## src/rtl/rdfa_pkg.sv

```systemverilog
package rdfa_pkg;

  // Data widths fixed by the item format
  localparam int ACC_W     = 64;   // accumulators and averages
  localparam int CNT_W     = 16;   // snapshot counter
  localparam int POINT_W   = 10;
  localparam int VALUE_W   = 24;
  localparam int TIME_W    = 32;
  localparam int WORD_W    = 32;
  localparam int BIN_W     = 2;
  localparam int NUSE_W    = 3;
  localparam int WORD_REGS = 4;
  localparam int TRIG_W    = 16;   // Q1.14 sine/cosine, signed
  localparam int TERM_W    = 39;   // sample * trig, at most 2^37 in magnitude

  // Shared multiplier: signed 33 x 33, so unsigned 32-bit operands fit too
  localparam int MUL_W  = 33;
  localparam int PROD_W = 2 * MUL_W;

  // Configuration register indexes
  localparam int CFG_IDX_W = 3;
  localparam logic [CFG_IDX_W-1:0] CFG_FREQS_IN_USE = 3'd0;
  localparam logic [CFG_IDX_W-1:0] CFG_FREQ_WORD_0  = 3'd1;
  localparam logic [CFG_IDX_W-1:0] CFG_FREQ_WORD_1  = 3'd2;
  localparam logic [CFG_IDX_W-1:0] CFG_FREQ_WORD_2  = 3'd3;
  localparam logic [CFG_IDX_W-1:0] CFG_FREQ_WORD_3  = 3'd4;

  // Operation codes
  localparam logic OP_SAMPLE  = 1'b0;
  localparam logic OP_READOUT = 1'b1;

  // Q30 coefficients of sin(pi/2 x) = c1 x - c3 x^3 + c5 x^5 - c7 x^7 + c9 x^9
  localparam logic [30:0] POLY_C1 = 31'd1686629713;
  localparam logic [30:0] POLY_C3 = 31'd693598668;
  localparam logic [30:0] POLY_C5 = 31'd85569305;
  localparam logic [30:0] POLY_C7 = 31'd5026990;
  localparam logic [30:0] POLY_C9 = 31'd172272;

  localparam logic [17:0] ONE_Q14 = 18'd16384;

  // Divider handshake back to the sequencer
  typedef struct packed {
    logic busy;
    logic done;
  } div_stat_t;

  // Coefficient subtracted in Horner step 0..3
  function automatic logic [30:0] horner_coef(input logic [1:0] step);
    logic [30:0] c;
    unique case (step)
      2'd0: c = POLY_C7;
      2'd1: c = POLY_C5;
      2'd2: c = POLY_C3;
      2'd3: c = POLY_C1;
      default: c = POLY_C1;
    endcase
    return c;
  endfunction

endpackage

```

## src/rtl/rdfa_mul.sv

```systemverilog
module rdfa_mul import rdfa_pkg::*; (
  input  logic                     clk_i,
  input  logic                     en_i,
  input  logic signed [MUL_W-1:0]  a_i,
  input  logic signed [MUL_W-1:0]  b_i,
  output logic signed [PROD_W-1:0] prod_o
);

  logic signed [PROD_W-1:0] prod_q;

  // Product registered; operands come straight from the sequencer mux
  always_ff @(posedge clk_i) begin
    if (en_i) begin
      prod_q <= a_i * b_i;
    end
  end

  assign prod_o = prod_q;

endmodule

```

## config.mk

```make
export PLATFORM = sky130hd
export DESIGN_NAME = rdfa_mul
export DESIGN_NICKNAME = d
export VERILOG_FILES = /design/src/rtl/rdfa_pkg.sv /design/src/rtl/rdfa_mul.sv
export SDC_FILE = /design/constraint.sdc
export NUM_CORES = 2
export LEC_CHECK = 0
export ABC_CLOCK_PERIOD_IN_PS = 9600
export BUFFER_PORTS_ARGS = -buffer_cell sky130_fd_sc_hd__buf_2
export CORE_MARGIN = 2
export CORE_UTILIZATION = 60
export DETAILED_ROUTE_END_ITERATION = 6
export HOLD_SLACK_MARGIN = 0.15
export PLACE_DENSITY = 0.77
export SYNTH_ARGS = -nofsm -noshare
export SYNTH_HDL_FRONTEND = slang
export SYNTH_SLANG_ARGS = --single-unit
```

## constraint.sdc

```tcl
create_clock -name clk_i -period 9.6 [get_ports clk_i]
set_clock_uncertainty 0.05 [all_clocks]
set_input_delay 0.96 -clock clk_i [delete_from_list [all_inputs] [get_ports clk_i]]
set_output_delay 0.96 -clock clk_i [all_outputs]
set_load 0.005 [all_outputs]
```

# Yosys cells after proc, flatten, opt, wreduce, memory -nomap -nowiden
# Cells that the tools add are included.
dict set report totals {
  register_bits 66
  in_bits 68
  wordCells 2
}
dict set report classes {
  mul 1
}
# cell count
set ops {}
lappend ops {{33-bit by 33-bit multiplier with 66-bit output} 1}

# Longest topological paths before layout
dict set report logic_depth {
  depth_word 1
  depth_mapped 27
  ltp_nobuf 26
}

# Worst setup path before layout
# No wires, ideal clock.
dict set report synth_path {
  path_kind {in2reg}
  startpoint {in a_i[32]}
  endpoint {reg prod_q[62] (netlist: prod_o[62]), data pin}
  setup_time_ns 0.269
  t_arrival_ns 8.056
  required_time_ns 9.281
  setup_slack_ns 1.225
  stages 23
  path_buffers 2
  cell_sequence {clkbuf_1 nand2_1 inv_1 fa_1 fa_1 fa_1 fa_1 fa_1 fa_1 fa_1 inv_1 fa_1 inv_1 ha_1 clkbuf_1 and3_1 nand3_1 nand2b_1 a2111oi_4 a211oi_4 a21o_2 a211oi_2 a211oi_2}
}
dict set report synth_via {
  elab_chain_len 1
}
# element line
set synth_rtl {}
lappend synth_rtl {{start, declared} rdfa_mul.sv:4} ;# input logic signed [MUL_W-1:0] a_i,
lappend synth_rtl {{33-bit by 33-bit multiplier with 66-bit output} rdfa_mul.sv:14} ;# prod_q <= a_i * b_i;
lappend synth_rtl {{end signal, assigned} rdfa_mul.sv:14}
lappend synth_rtl {{end, declared} rdfa_mul.sv:9} ;# logic signed [PROD_W-1:0] prod_q;
# No other way between the ends.
# A chain may end at the register's enable or synchronous reset.

# Worst setup path in the final report
dict set report layout_path {
  startpoint {in b_i[10]}
  endpoint {reg prod_q[64] (netlist: prod_o[64]), data pin}
}
dict set report layout_via {
  elab_chain_len 1
}
# element line
set layout_rtl {}
lappend layout_rtl {{start, declared} rdfa_mul.sv:5} ;# input logic signed [MUL_W-1:0] b_i,
lappend layout_rtl {{33-bit by 33-bit multiplier with 66-bit output} rdfa_mul.sv:14}
# No other way between the ends.

==> results_dict.tcl <==
set metrics [dict create \
    synth_area_mm2 0.0414 \
    ioPinCount 134 \
    postCtsSetupRepairBufs 0 \
    portBuffers 133 \
    drt_pass1_iterations 5 \
    critPathLaunch "b_i[10]" \
    hpwlAfterDp_um 88600 \
    min_path_type "input pin to flip-flop" \
    yosys.cell_count.top_type "fa_1" \
    drtIter0Drc 2007 \
    die-width_um 267 \
    clkTransAtPathRegs_ps 70 \
    drv_cap 0 \
    tightest_slew_ps 952 \
    rsz0062_at_grt "no" \
    post-route-util_pct 62.8 \
    setup_viol 0 \
    cp_max_fo 33 \
    clockBufferDepth 2 \
    layout-drive-gt1-share_pct 5.53 \
    h-tree-depth 3 \
    cts_hold_buf 0 \
    critical_path.top_delay_family "adder cells" \
    synth.distinct_cells 80 \
    grt_overflow 0 \
    hold_ws_ps 915 \
    pre_cts_ws_ps 261 \
    cts_made_buffers 9 \
    wl_per_cell_um 20.6 \
    syn_avg_cell_area_um2 9.54 \
    regArea_mm2 0.00198 \
    cp_num_buf_inv 5 \
    yosysWarnings 0 \
    min_period_ps 9150 \
    ys_seq_area_share_pct 4.79 \
    vias 29300 \
    finalSetupTns_ps 0 \
    hold_viol_final 0 \
    synth.net_count 5768 \
    multi_input_area_mm2 0.0343 \
    min_from "en_i" \
    routed_wl_um 107000 \
    die_area_mm2 0.0711 \
    track_usage_pct 32.5 \
    clock.fmax_mhz 109 \
    synthArstFlopShare_pct 0 \
    drcViolationCount 0 \
    period_share_pct 95.3 \
    ys_ff_latch 66 \
    antenna_found_initial 6 \
    rows 96 \
    largest_reg_flops 66 \
    ys.flop_type "edfxtp_1" \
    core_area_mm2 0.0685 \
    cpPeakStageDelay_ps 740 \
    nets 5745 \
    ctsResizeCount 0 \
    areaGrowthSynthToFinish_pct 3.93 \
    crit_path_frequent_cell "fa_1" \
    drv_slew 0 \
    start_util_pct 60.5 \
    crit_path_top_delay_cell "nor3_1" \
    slew_headroom_pct 36.5 \
    crit_type "input pin to flip-flop" \
    crit_path_start_kind "input pin" \
    detail-route-antenna-nets 0 \
    place.gp.congestion 0.920 \
    cp-end-kind "flip-flop" \
    synth_top_area_share_pct 55.4 \
    synth_common_cells "fa_1 (1145), inv_1 (1131), and2_1 (562), nand2_1 (551), ha_1 (217)" \
    cp.required_ps 9770 \
    status "completed" \
    worstPathCellList "buf_2 > and2_1 > fa_1 > fa_1 > inv_1 > fa_1 > inv_1 > fa_1 > fa_1 > fa_1 > fa_1 > inv_1 > fa_1 > inv_1 > ha_1 > nand3_1 > nor2_1 > nand2_1 > nor3_1 > o311ai_4 > nand3_2 > a211oi_1 > a311oi_1" \
    fill_cells 5526 \
    grt_max_degree 57 \
    cts_sinks 66 \
    syn_inst 4338 \
    synth-edff-count 66 \
    die_y_um 267 \
    synth_top_area_cell "fa_1" \
    grt_pass1_wl_um 176000 \
    cts_tree "built" \
    worstPathArrival_ps 9310 \
    cts_root_buf "clkbuf_16" \
    final.setup.worst_slack_ps 453 \
    via_per_inst 5.63 \
    first_global_vias 33200 \
    synth_area_leaders "fa_1 (55%), inv_1 (10%), and2_1 (8.5%)" \
]
through the flow:
step / cell area [um^2] / std cells
4_1_cts: 43000 / 5202
3_3_place_gp: 42700 / 5186
2_1_floorplan: 41400 / 4338
3_5_place_dp: 42700 / 5186
6_report: 43000 / 5205
5_1_grt: 43000 / 5204
kinds of logic (layout without fill, tap and decap cells):
family / Yosys count / in the layout / share of synthesized area, %
buffers and inverters: 1352 / 1334 / 12.3
and+or+nand+nor: 1271 / 1271 / 15.5
DFF: 66 / 66 / 4.79
xor gates and xnor gates: 68 / 68 / 1.44
AOI/OAI and AO/OA: 219 / 219 / 4.00
other: 0 / 3 / 0
adders and majority gates: 1362 / 1362 / 61.9
worst paths after layout:
path | end | slack [ps] | depth (start not counted)
worst min-delay path | prod_o[63]$_DFFE_PP_ | 910 | 1
worst max-delay path | prod_o[64]$_DFFE_PP_ | 450 | 23
cell usage in the layout, fill, tap and decap left out, types with 11 or more instances in the layout:
cell type  instances
edfxtp_1          66
nand3_1           25
xor2_1            25
nor2_1            68
nand2_1          551
nand4_1           11
o21ai_0           25
a21o_1            36
xnor2_1           43
a21oi_1           57
buf_4             54
fa_1            1145
and2_1           562
inv_1           1131
nand2b_1          12
o21bai_1          11
buf_2            133
ha_1             217
layout make-up:
| type | count | area share (%) |
|---|---|---|
| Multi-Input combinational cell | 2920 | 79.8 |
| Inverter | 1131 | 9.87 |
| Sequential cell | 66 | 4.61 |
| Tap cell | 882 | 2.57 |
| Timing Repair Buffer | 187 | 2.49 |
| Clock buffer | 10 | 0.532 |
| Clock inverter | 6 | 0.157 |
| Antenna cell | 3 | 0.0174 |
layer usage:
metal | global-route usage, % | part of all wire, %
met5 | 0 | 0.0084
met4 | 17.5 | 5.9
met2 | 56.4 | 51
met3 | 4.71 | 7.2
met1 | 39.5 | 36
Power is not shown: default switching activity piles up to over one toggle a cycle in this logic, so the estimate is an artifact.
