===== config.mk =====
export PLATFORM = sky130hd
export DESIGN_NAME = rdfa_div
export DESIGN_NICKNAME = d
export VERILOG_FILES = /design/src/rtl/rdfa_pkg.sv /design/src/rtl/rdfa_div.sv
export SDC_FILE = /design/constraint.sdc
export NUM_CORES = 1
export LEC_CHECK = 0
export ABC_AREA = 1
export BUFFER_PORTS_ARGS = -buffer_cell sky130_fd_sc_hd__buf_2
export CORE_MARGIN = 4
export CORE_UTILIZATION = 60
export DETAILED_ROUTE_END_ITERATION = 7
export GPL_TIMING_DRIVEN = 0
export PLACE_DENSITY = 0.83
export SYNTH_ARGS = -nofsm -noshare
export SYNTH_HDL_FRONTEND = slang
export SYNTH_SLANG_ARGS = --single-unit
export TNS_END_PERCENT = 50

===== constraint.sdc =====
create_clock -name clk_i -period 7.7 [get_ports clk_i]
set_input_delay 0.77 -clock clk_i [delete_from_list [all_inputs] [get_ports clk_i]]
set_output_delay 0.77 -clock clk_i [all_outputs]
set_load 0.1 [all_outputs]

===== src/rtl/rdfa_pkg.sv =====
package rdfa_pkg;

  // Data widths fixed by the item format
  localparam int ACC_W     = 64;   // accumulators and averages
  localparam int CNT_W     = 16;   // snapshot counter
  localparam int POINT_W   = 10;
  localparam int VALUE_W   = 24;
  localparam int TIME_W    = 32;
  localparam int WORD_W    = 32;
  localparam int BIN_W     = 2;
  localparam int NUSE_W    = 3;
  localparam int WORD_REGS = 4;
  localparam int TRIG_W    = 16;   // Q1.14 sine/cosine, signed
  localparam int TERM_W    = 39;   // sample * trig, at most 2^37 in magnitude

  // Shared multiplier: signed 33 x 33, so unsigned 32-bit operands fit too
  localparam int MUL_W  = 33;
  localparam int PROD_W = 2 * MUL_W;

  // Configuration register indexes
  localparam int CFG_IDX_W = 3;
  localparam logic [CFG_IDX_W-1:0] CFG_FREQS_IN_USE = 3'd0;
  localparam logic [CFG_IDX_W-1:0] CFG_FREQ_WORD_0  = 3'd1;
  localparam logic [CFG_IDX_W-1:0] CFG_FREQ_WORD_1  = 3'd2;
  localparam logic [CFG_IDX_W-1:0] CFG_FREQ_WORD_2  = 3'd3;
  localparam logic [CFG_IDX_W-1:0] CFG_FREQ_WORD_3  = 3'd4;

  // Operation codes
  localparam logic OP_SAMPLE  = 1'b0;
  localparam logic OP_READOUT = 1'b1;

  // Q30 coefficients of sin(pi/2 x) = c1 x - c3 x^3 + c5 x^5 - c7 x^7 + c9 x^9
  localparam logic [30:0] POLY_C1 = 31'd1686629713;
  localparam logic [30:0] POLY_C3 = 31'd693598668;
  localparam logic [30:0] POLY_C5 = 31'd85569305;
  localparam logic [30:0] POLY_C7 = 31'd5026990;
  localparam logic [30:0] POLY_C9 = 31'd172272;

  localparam logic [17:0] ONE_Q14 = 18'd16384;

  // Divider handshake back to the sequencer
  typedef struct packed {
    logic busy;
    logic done;
  } div_stat_t;

  // Coefficient subtracted in Horner step 0..3
  function automatic logic [30:0] horner_coef(input logic [1:0] step);
    logic [30:0] c;
    unique case (step)
      2'd0: c = POLY_C7;
      2'd1: c = POLY_C5;
      2'd2: c = POLY_C3;
      2'd3: c = POLY_C1;
      default: c = POLY_C1;
    endcase
    return c;
  endfunction

endpackage


===== src/rtl/rdfa_div.sv =====
module rdfa_div import rdfa_pkg::*; (
  input  logic                    clk_i,
  input  logic                    rst_ni,
  input  logic                    start_i,
  input  logic signed [ACC_W-1:0] dividend_i,
  input  logic [CNT_W-1:0]        divisor_i,
  output logic signed [ACC_W-1:0] quotient_o,
  output div_stat_t               stat_o
);

  localparam int STEP_W = $clog2(ACC_W);

  logic                busy_q, busy_d;
  logic                done_q, done_d;
  logic [STEP_W-1:0]   step_q, step_d;
  logic                neg_q, neg_d;
  logic [ACC_W-1:0]    quo_q, quo_d;
  logic [CNT_W-1:0]    rem_q, rem_d;
  logic [CNT_W-1:0]    den_q, den_d;
  logic [CNT_W:0]      shifted;
  logic [CNT_W+1:0]    diff;
  logic                ge;

  // Restoring division on magnitudes, one quotient bit a cycle
  always_comb begin
    shifted = {rem_q, quo_q[ACC_W-1]};
    diff    = {1'b0, shifted} - {2'b00, den_q};
    ge      = ~diff[CNT_W+1];
    busy_d  = busy_q;
    done_d  = 1'b0;
    step_d  = step_q;
    neg_d   = neg_q;
    quo_d   = quo_q;
    rem_d   = rem_q;
    den_d   = den_q;
    if (start_i) begin
      busy_d = 1'b1;
      step_d = STEP_W'(ACC_W - 1);
      neg_d  = dividend_i[ACC_W-1];
      quo_d  = dividend_i[ACC_W-1] ? (~$unsigned(dividend_i) + 1'b1) : $unsigned(dividend_i);
      rem_d  = '0;
      den_d  = divisor_i;
    end else if (busy_q) begin
      quo_d  = {quo_q[ACC_W-2:0], ge};
      rem_d  = ge ? diff[CNT_W-1:0] : shifted[CNT_W-1:0];
      step_d = step_q - 1'b1;
      if (step_q == '0) begin
        busy_d = 1'b0;
        done_d = 1'b1;
      end
    end
  end

  always_ff @(posedge clk_i or negedge rst_ni) begin
    if (!rst_ni) begin
      busy_q <= 1'b0;
      done_q <= 1'b0;
      step_q <= '0;
    end else begin
      busy_q <= busy_d;
      done_q <= done_d;
      step_q <= step_d;
    end
  end

  always_ff @(posedge clk_i) begin
    neg_q <= neg_d;
    quo_q <= quo_d;
    rem_q <= rem_d;
    den_q <= den_d;
  end

  // Truncation toward zero: sign applied to the magnitude quotient
  assign quotient_o  = signed'(neg_q ? (~quo_q + 1'b1) : quo_q);
  assign stat_o.busy = busy_q;
  assign stat_o.done = done_q;

endmodule


Word-level counts from Yosys, hierarchy flattened. Cells that the tools add are included.

Add/subtract/negate cells: 4. Mux-type cells: 13. Bitwise gates (word level): 3. Reductions and logical operators: 2.

Operators by type and width (number): 64-bit 2-to-1 mux (4); 64-bit by 1-bit adder with 64-bit output (second input constant) (2); 64-bit inverter (2); 17-bit by 16-bit subtractor with 18-bit output (1); 16-bit 2-to-1 mux (1); 6-bit 2-to-1 mux (2); 6-bit logical NOT (1); 1-bit 2-to-1 mux (6); 6-bit by 1-bit subtractor with 6-bit output (second input constant) (1); 2-bit nonzero test (1); 1-bit inverter (1).

Bits in registers: 105. Output and inout port bits: 66. Word-level logic and storage cells: 29.

Longest topological paths before layout.
Word-level depth: 4. Gate-level depth with buffers: 14. Mapped depth without buffers: 14.

Worst setup path after synthesis. Ideal clock, no wire load.

Kind: reg2out. Start: reg quo_q[0]. End: out quotient_o[30]. Arrival time: 3.316 ns. Required time: 6.930 ns. Setup slack: 3.614 ns. Cell stages (with the launch flop): 9. Path buffers: 0. Cell sequence: edfxtp_1 -> inv_1 -> ha_1 -> nand3_2 -> nor2_1 -> nand2_1 -> nor2_2 -> xor2_1 -> o21ai_0.

Cells in the longest elaborated chain, start to end: 3.

Ends and longest elaborated chain: from (decl) (RTL line rdfa_div.sv:17) `logic [ACC_W-1:0] quo_q, quo_d;`; from (signal assigned) (RTL line rdfa_div.sv:68) `quo_q <= quo_d;`; 64-bit inverter (RTL line rdfa_div.sv:74) `assign quotient_o = signed'(neg_q ? (~quo_q + 1'b1) : quo_q);`; 64-bit by 1-bit adder with 64-bit output (RTL line rdfa_div.sv:74); 64-bit 2-to-1 mux (RTL line rdfa_div.sv:74); to (decl) (RTL line rdfa_div.sv:7) `output logic signed [ACC_W-1:0] quotient_o,`.

No other way between the ends.

Final worst setup path.
Start: reg quo_q[0]. End: out quotient_o[26].

Same word-level chain as after synthesis.

==> impl.org <==
** Status
- The flow ran to the end, and the final reports show no timing, DRC or antenna violations.

** CTS
- The number of setup buffers added after CTS is 0.
- TritonCTS built the clock tree.
- Total clock sinks :: 105
- Hold Buf Count CTS :: 0
- TritonCTS created 9 clock buffers.
- Once the clock tree was built, the resizer swapped 0 gates to a different size.
- The tree is rooted in a sky130_fd_sc_hd__clkbuf_16.
- Clk slew on worst S/H paths :: 0.07 ns
- Maximum clock insertion buffer count :: 2
- Level count of the clock H-tree :: 3
- At the later pin of the worst-skew pair, clock insertion delay measures 0.37 ns.

** Cells and area
- Once layout is complete, the utilization of the core stands at 69.8%.
- In the final design database the tool counted 1811 nets.
- Once layout is done, the placed cells without fillers occupy 11200 um2.
- Relative to the synthesized area, the layout overhead comes to 13.5%.
- Total inserted antenna cells :: 0
- Cells with a size suffix above 1 make up 13.8% of the layout.
- Finished Layout Cells :: 1928

** GRT
- Number of global-route vias before repair :: 10.3k
- Maximum number of pins on one net before global-route repair :: 43
- The number of antenna violations at the first check in global routing is 0.
- Remaining global-route overflow :: 0
- Wire length of the first global-routing pass :: 51000 um
- GRT Resource Usage Total :: 35.6%

** Die
- Initial Util :: 61.5%
- The die covers 18500 um2.
- From bottom edge to top edge, the die measures 136 um.
- Pin placement for this block handled 149 I/O pins.
- The floorplan has 46 rows.
- Die span in x :: 136 um
- Core ar. :: 16000 um2

** Pwr
- In this run the static leakage power is 5.16 nW.
- Power spread over the standard cell area amounts to 246 nW/um2.
- Maximum vdd ir drop :: 232 uV

** Synth
- Number of synthesis warnings :: 0
- After synthesis the cells add up to 9840 um2.
- Number of instances in the synthesized netlist :: 1547
- Synthesis produced a netlist with a net count of 1651.
- Sequential cell area fraction in the yosys report :: 30.0%
- Mean area per synthesized cell :: 6.36 um2
- For this run, asynchronously set or reset flops after synthesis account for 7.62%.
- In this run, synthesis inferred 81 flip-flops with an integrated enable.
- Among all flip-flop cells after synthesis, the most frequent one is sky130_fd_sc_hd__edfxtp_1.
- Synthesis instantiated 45 different standard cells from the library.
- The synthesized design contains 105 register bits.

** Worst hold path
- In this run the worst hold path is classified as primary input to asynchronous set/reset pin.

** Worst setup path
- On the critical path the largest part of the delay comes from simple AND/OR/NAND/NOR gates.
- The largest single stage delay on the critical path is 0.50 ns.
- Critical path buffers and inverters :: 2
- Of all nets on the critical path, the largest fanout is 5.
- Worst setup path class :: register to output pin
- The slowest stage of the critical path belongs to the cell sky130_fd_sc_hd__buf_2.
- STA puts the critical path data required time at 6.93 ns.
- STA classifies the critical path startpoint as a register.
- Crit path cell chain :: inv_1 > ha_1 > nand3_2 > nor2_4 > nand2_4 > nor2_2 > xor2_1 > nand2_1 > o21ai_0 > buf_2
- Worst path arrival time :: 2.78 ns
- Worst setup EP type :: output pin

** Place
- Port-buffer cells :: 148
- Counting tap cells, the placed design contains a total of 1912 instances.
- After legalization and detailed placement, the total HPWL measured 27300 um.
- Before CTS, the worst setup slack after placement is 4.33 ns.
- Placer Congestion :: 1.01
- Area after DPL :: 10900 um2

** Route
- Iteration count of the initial detailed-routing pass :: 6
- Post-DRT Antenna Nets :: 0
- After the first detailed-routing iteration, the DRC count stood at 1236.
- WL final :: 33500 um
- Vias :: 10.8k
- # DRC :: 0
- After detailed routing, the average wire length per cell comes to 17.4 um.
- Vias/cell :: 5.61

** Run
- The tool flagged a number of max-cap violations equal to 0.

** STA
- Final-report max-slew violation count :: 0
- Clock Skews :: 0.0134 ns
- Highest clock frequency the design can meet :: 0.281 GHz
- Worst slew margin relative to its limit :: 41.3%
- Of the available clock period, the critical path in the final layout requires 46.2%.
- Number of hold violations in the final report :: 0
- Worst Max-Slew Pin Slew :: 0.877 ns
- Final Critical Period :: 3.55 ns
- The worst path meets setup with 4.15 ns of slack.
- Setup repair after global routing left no endpoint under its margin.
- Final setup violation count :: 0
- For the final routed database, the setup TNS stands at 0 ns.
## final cells by class
type	count	area (um2)
Multi-Input combinational cell	1250	6130
Fill cell	1479	4830
Sequential cell	105	2950
Timing Repair Buffer	149	761
Inverter	155	582
Tap cell	216	270
Clock buffer	9	225
Buffer	37	179
Clock inverter	7	76.3
## report_power, final
part	total, mW	switching (mW)	internal, mW	leakage, nW
Sequential	0.801	0.0929	0.708	1.08
Combinational	1.47	1.10	0.373	3.93
Clock	0.481	0.225	0.255	0.149
Total	2.75	1.41	1.34	5.16
## metal layers
metal | vias to the layer above | routed length, um | share of wire [%] | global-route usage [%]
met5 | - | 0 | 0 | 0
met4 | 0 | 1550 | 4.6 | 17.3
met3 | 97 | 2810 | 8.4 | 4.07
met2 | 536 | 16200 | 48 | 62.9
met1 | 4882 | 12900 | 39 | 43.1
li1 | 5300 | - | - | -
## sequential cells by signal, summed over array words and instances, names as in the netlist
name	flops
quo_q	64
den_q	16
neg_q	1
busy_q	1
done_q	1
step_q	6
rem_q	16
## path summary, 6_finish.rpt
| path | from | endpoint | slack [ns] | cells after the start |
|---|---|---|---|---|
| setup reg to reg | busy_q | quo_q[50] | 5.02 | 4 |
| hold / removal | rst_ni | step_q[3] | 0.24 | 1 |
| min in group clk_i | rem_q[14] | rem_q[14] | 0.47 | 2 |
| max in group asynchronous | rst_ni | step_q[0] | 7.29 | 1 |
| hold reg to reg | rem_q[14] | rem_q[14] | 0.47 | 2 |
| setup / recovery | quo_q[0] | quotient_o[26] | 4.15 | 10 |
## worst register-to-register path: stages, from the launching register on
cell	delay [ns]
sky130_fd_sc_hd__dfrtp_1	0.45
sky130_fd_sc_hd__nor2_1	0.70
sky130_fd_sc_hd__clkbuf_1	0.54
sky130_fd_sc_hd__inv_2	0.41
sky130_fd_sc_hd__buf_12	0.31
## through the flow
step / hold slack [ns] / total power [mW]
floorplan: 0.444 / 1.93
global placement: 0.457 / 2.22
detailed placement: 0.461 / 2.25
CTS: 0.240 / 2.73
global route: 0.253 / 2.88
finish: 0.241 / 2.75
## synthesized netlist by cell type (5+ instances only)
cell type	instances	area, um2
sky130_fd_sc_hd__nor2_4	7	78.8
sky130_fd_sc_hd__edfxtp_1	81	2430
sky130_fd_sc_hd__nand2_1	525	1970
sky130_fd_sc_hd__nand2_4	5	56.3
sky130_fd_sc_hd__o21ai_0	86	430
sky130_fd_sc_hd__xor2_1	55	482
sky130_fd_sc_hd__or2_2	5	31.3
sky130_fd_sc_hd__clkbuf_1	24	90.1
sky130_fd_sc_hd__nand3b_1	14	105
sky130_fd_sc_hd__dfrtp_1	8	200
sky130_fd_sc_hd__dfxtp_1	16	320
sky130_fd_sc_hd__nand3_1	119	596
sky130_fd_sc_hd__nor2_2	15	93.8
sky130_fd_sc_hd__nand2_2	11	68.8
sky130_fd_sc_hd__nor3_1	11	55.1
sky130_fd_sc_hd__buf_2	5	25.0
sky130_fd_sc_hd__nor2_1	248	931
sky130_fd_sc_hd__o211ai_1	5	37.5
sky130_fd_sc_hd__nand4_1	33	206
sky130_fd_sc_hd__nand3_2	6	60.1
sky130_fd_sc_hd__a21oi_1	19	95.1
sky130_fd_sc_hd__inv_1	152	571
sky130_fd_sc_hd__xnor2_1	32	280
sky130_fd_sc_hd__ha_1	20	250
## cell usage in the layout, fill, tap and decap left out, drive strengths merged
cell	n
o21ai	95
a21oi	20
nand3b	14
edfxtp	81
nand2	541
nor3b	1
nor2	271
clkbuf	33
fa	1
xor2	55
ha	20
dfrtp	8
o21a	2
nor4	4
nand4	33
and2	1
xnor2	32
inv	154
nor3	15
bufinv	1
nand3	125
dfxtp	16
clkinv	7
a31oi	4
buf	162
o31ai	2
or2	6
o211ai	5
o22ai	2
a22oi	1
## cells by family after synthesis
group | Yosys count | synth area share (%)
simple gates | 1011 | 44.4
buf+inv | 192 | 7.73
compound gates | 131 | 7.37
flops | 105 | 30.0
xor+xnor | 87 | 7.74
fa+ha+maj | 21 | 2.75
Note: power is estimated with default switching activity, not from simulation.
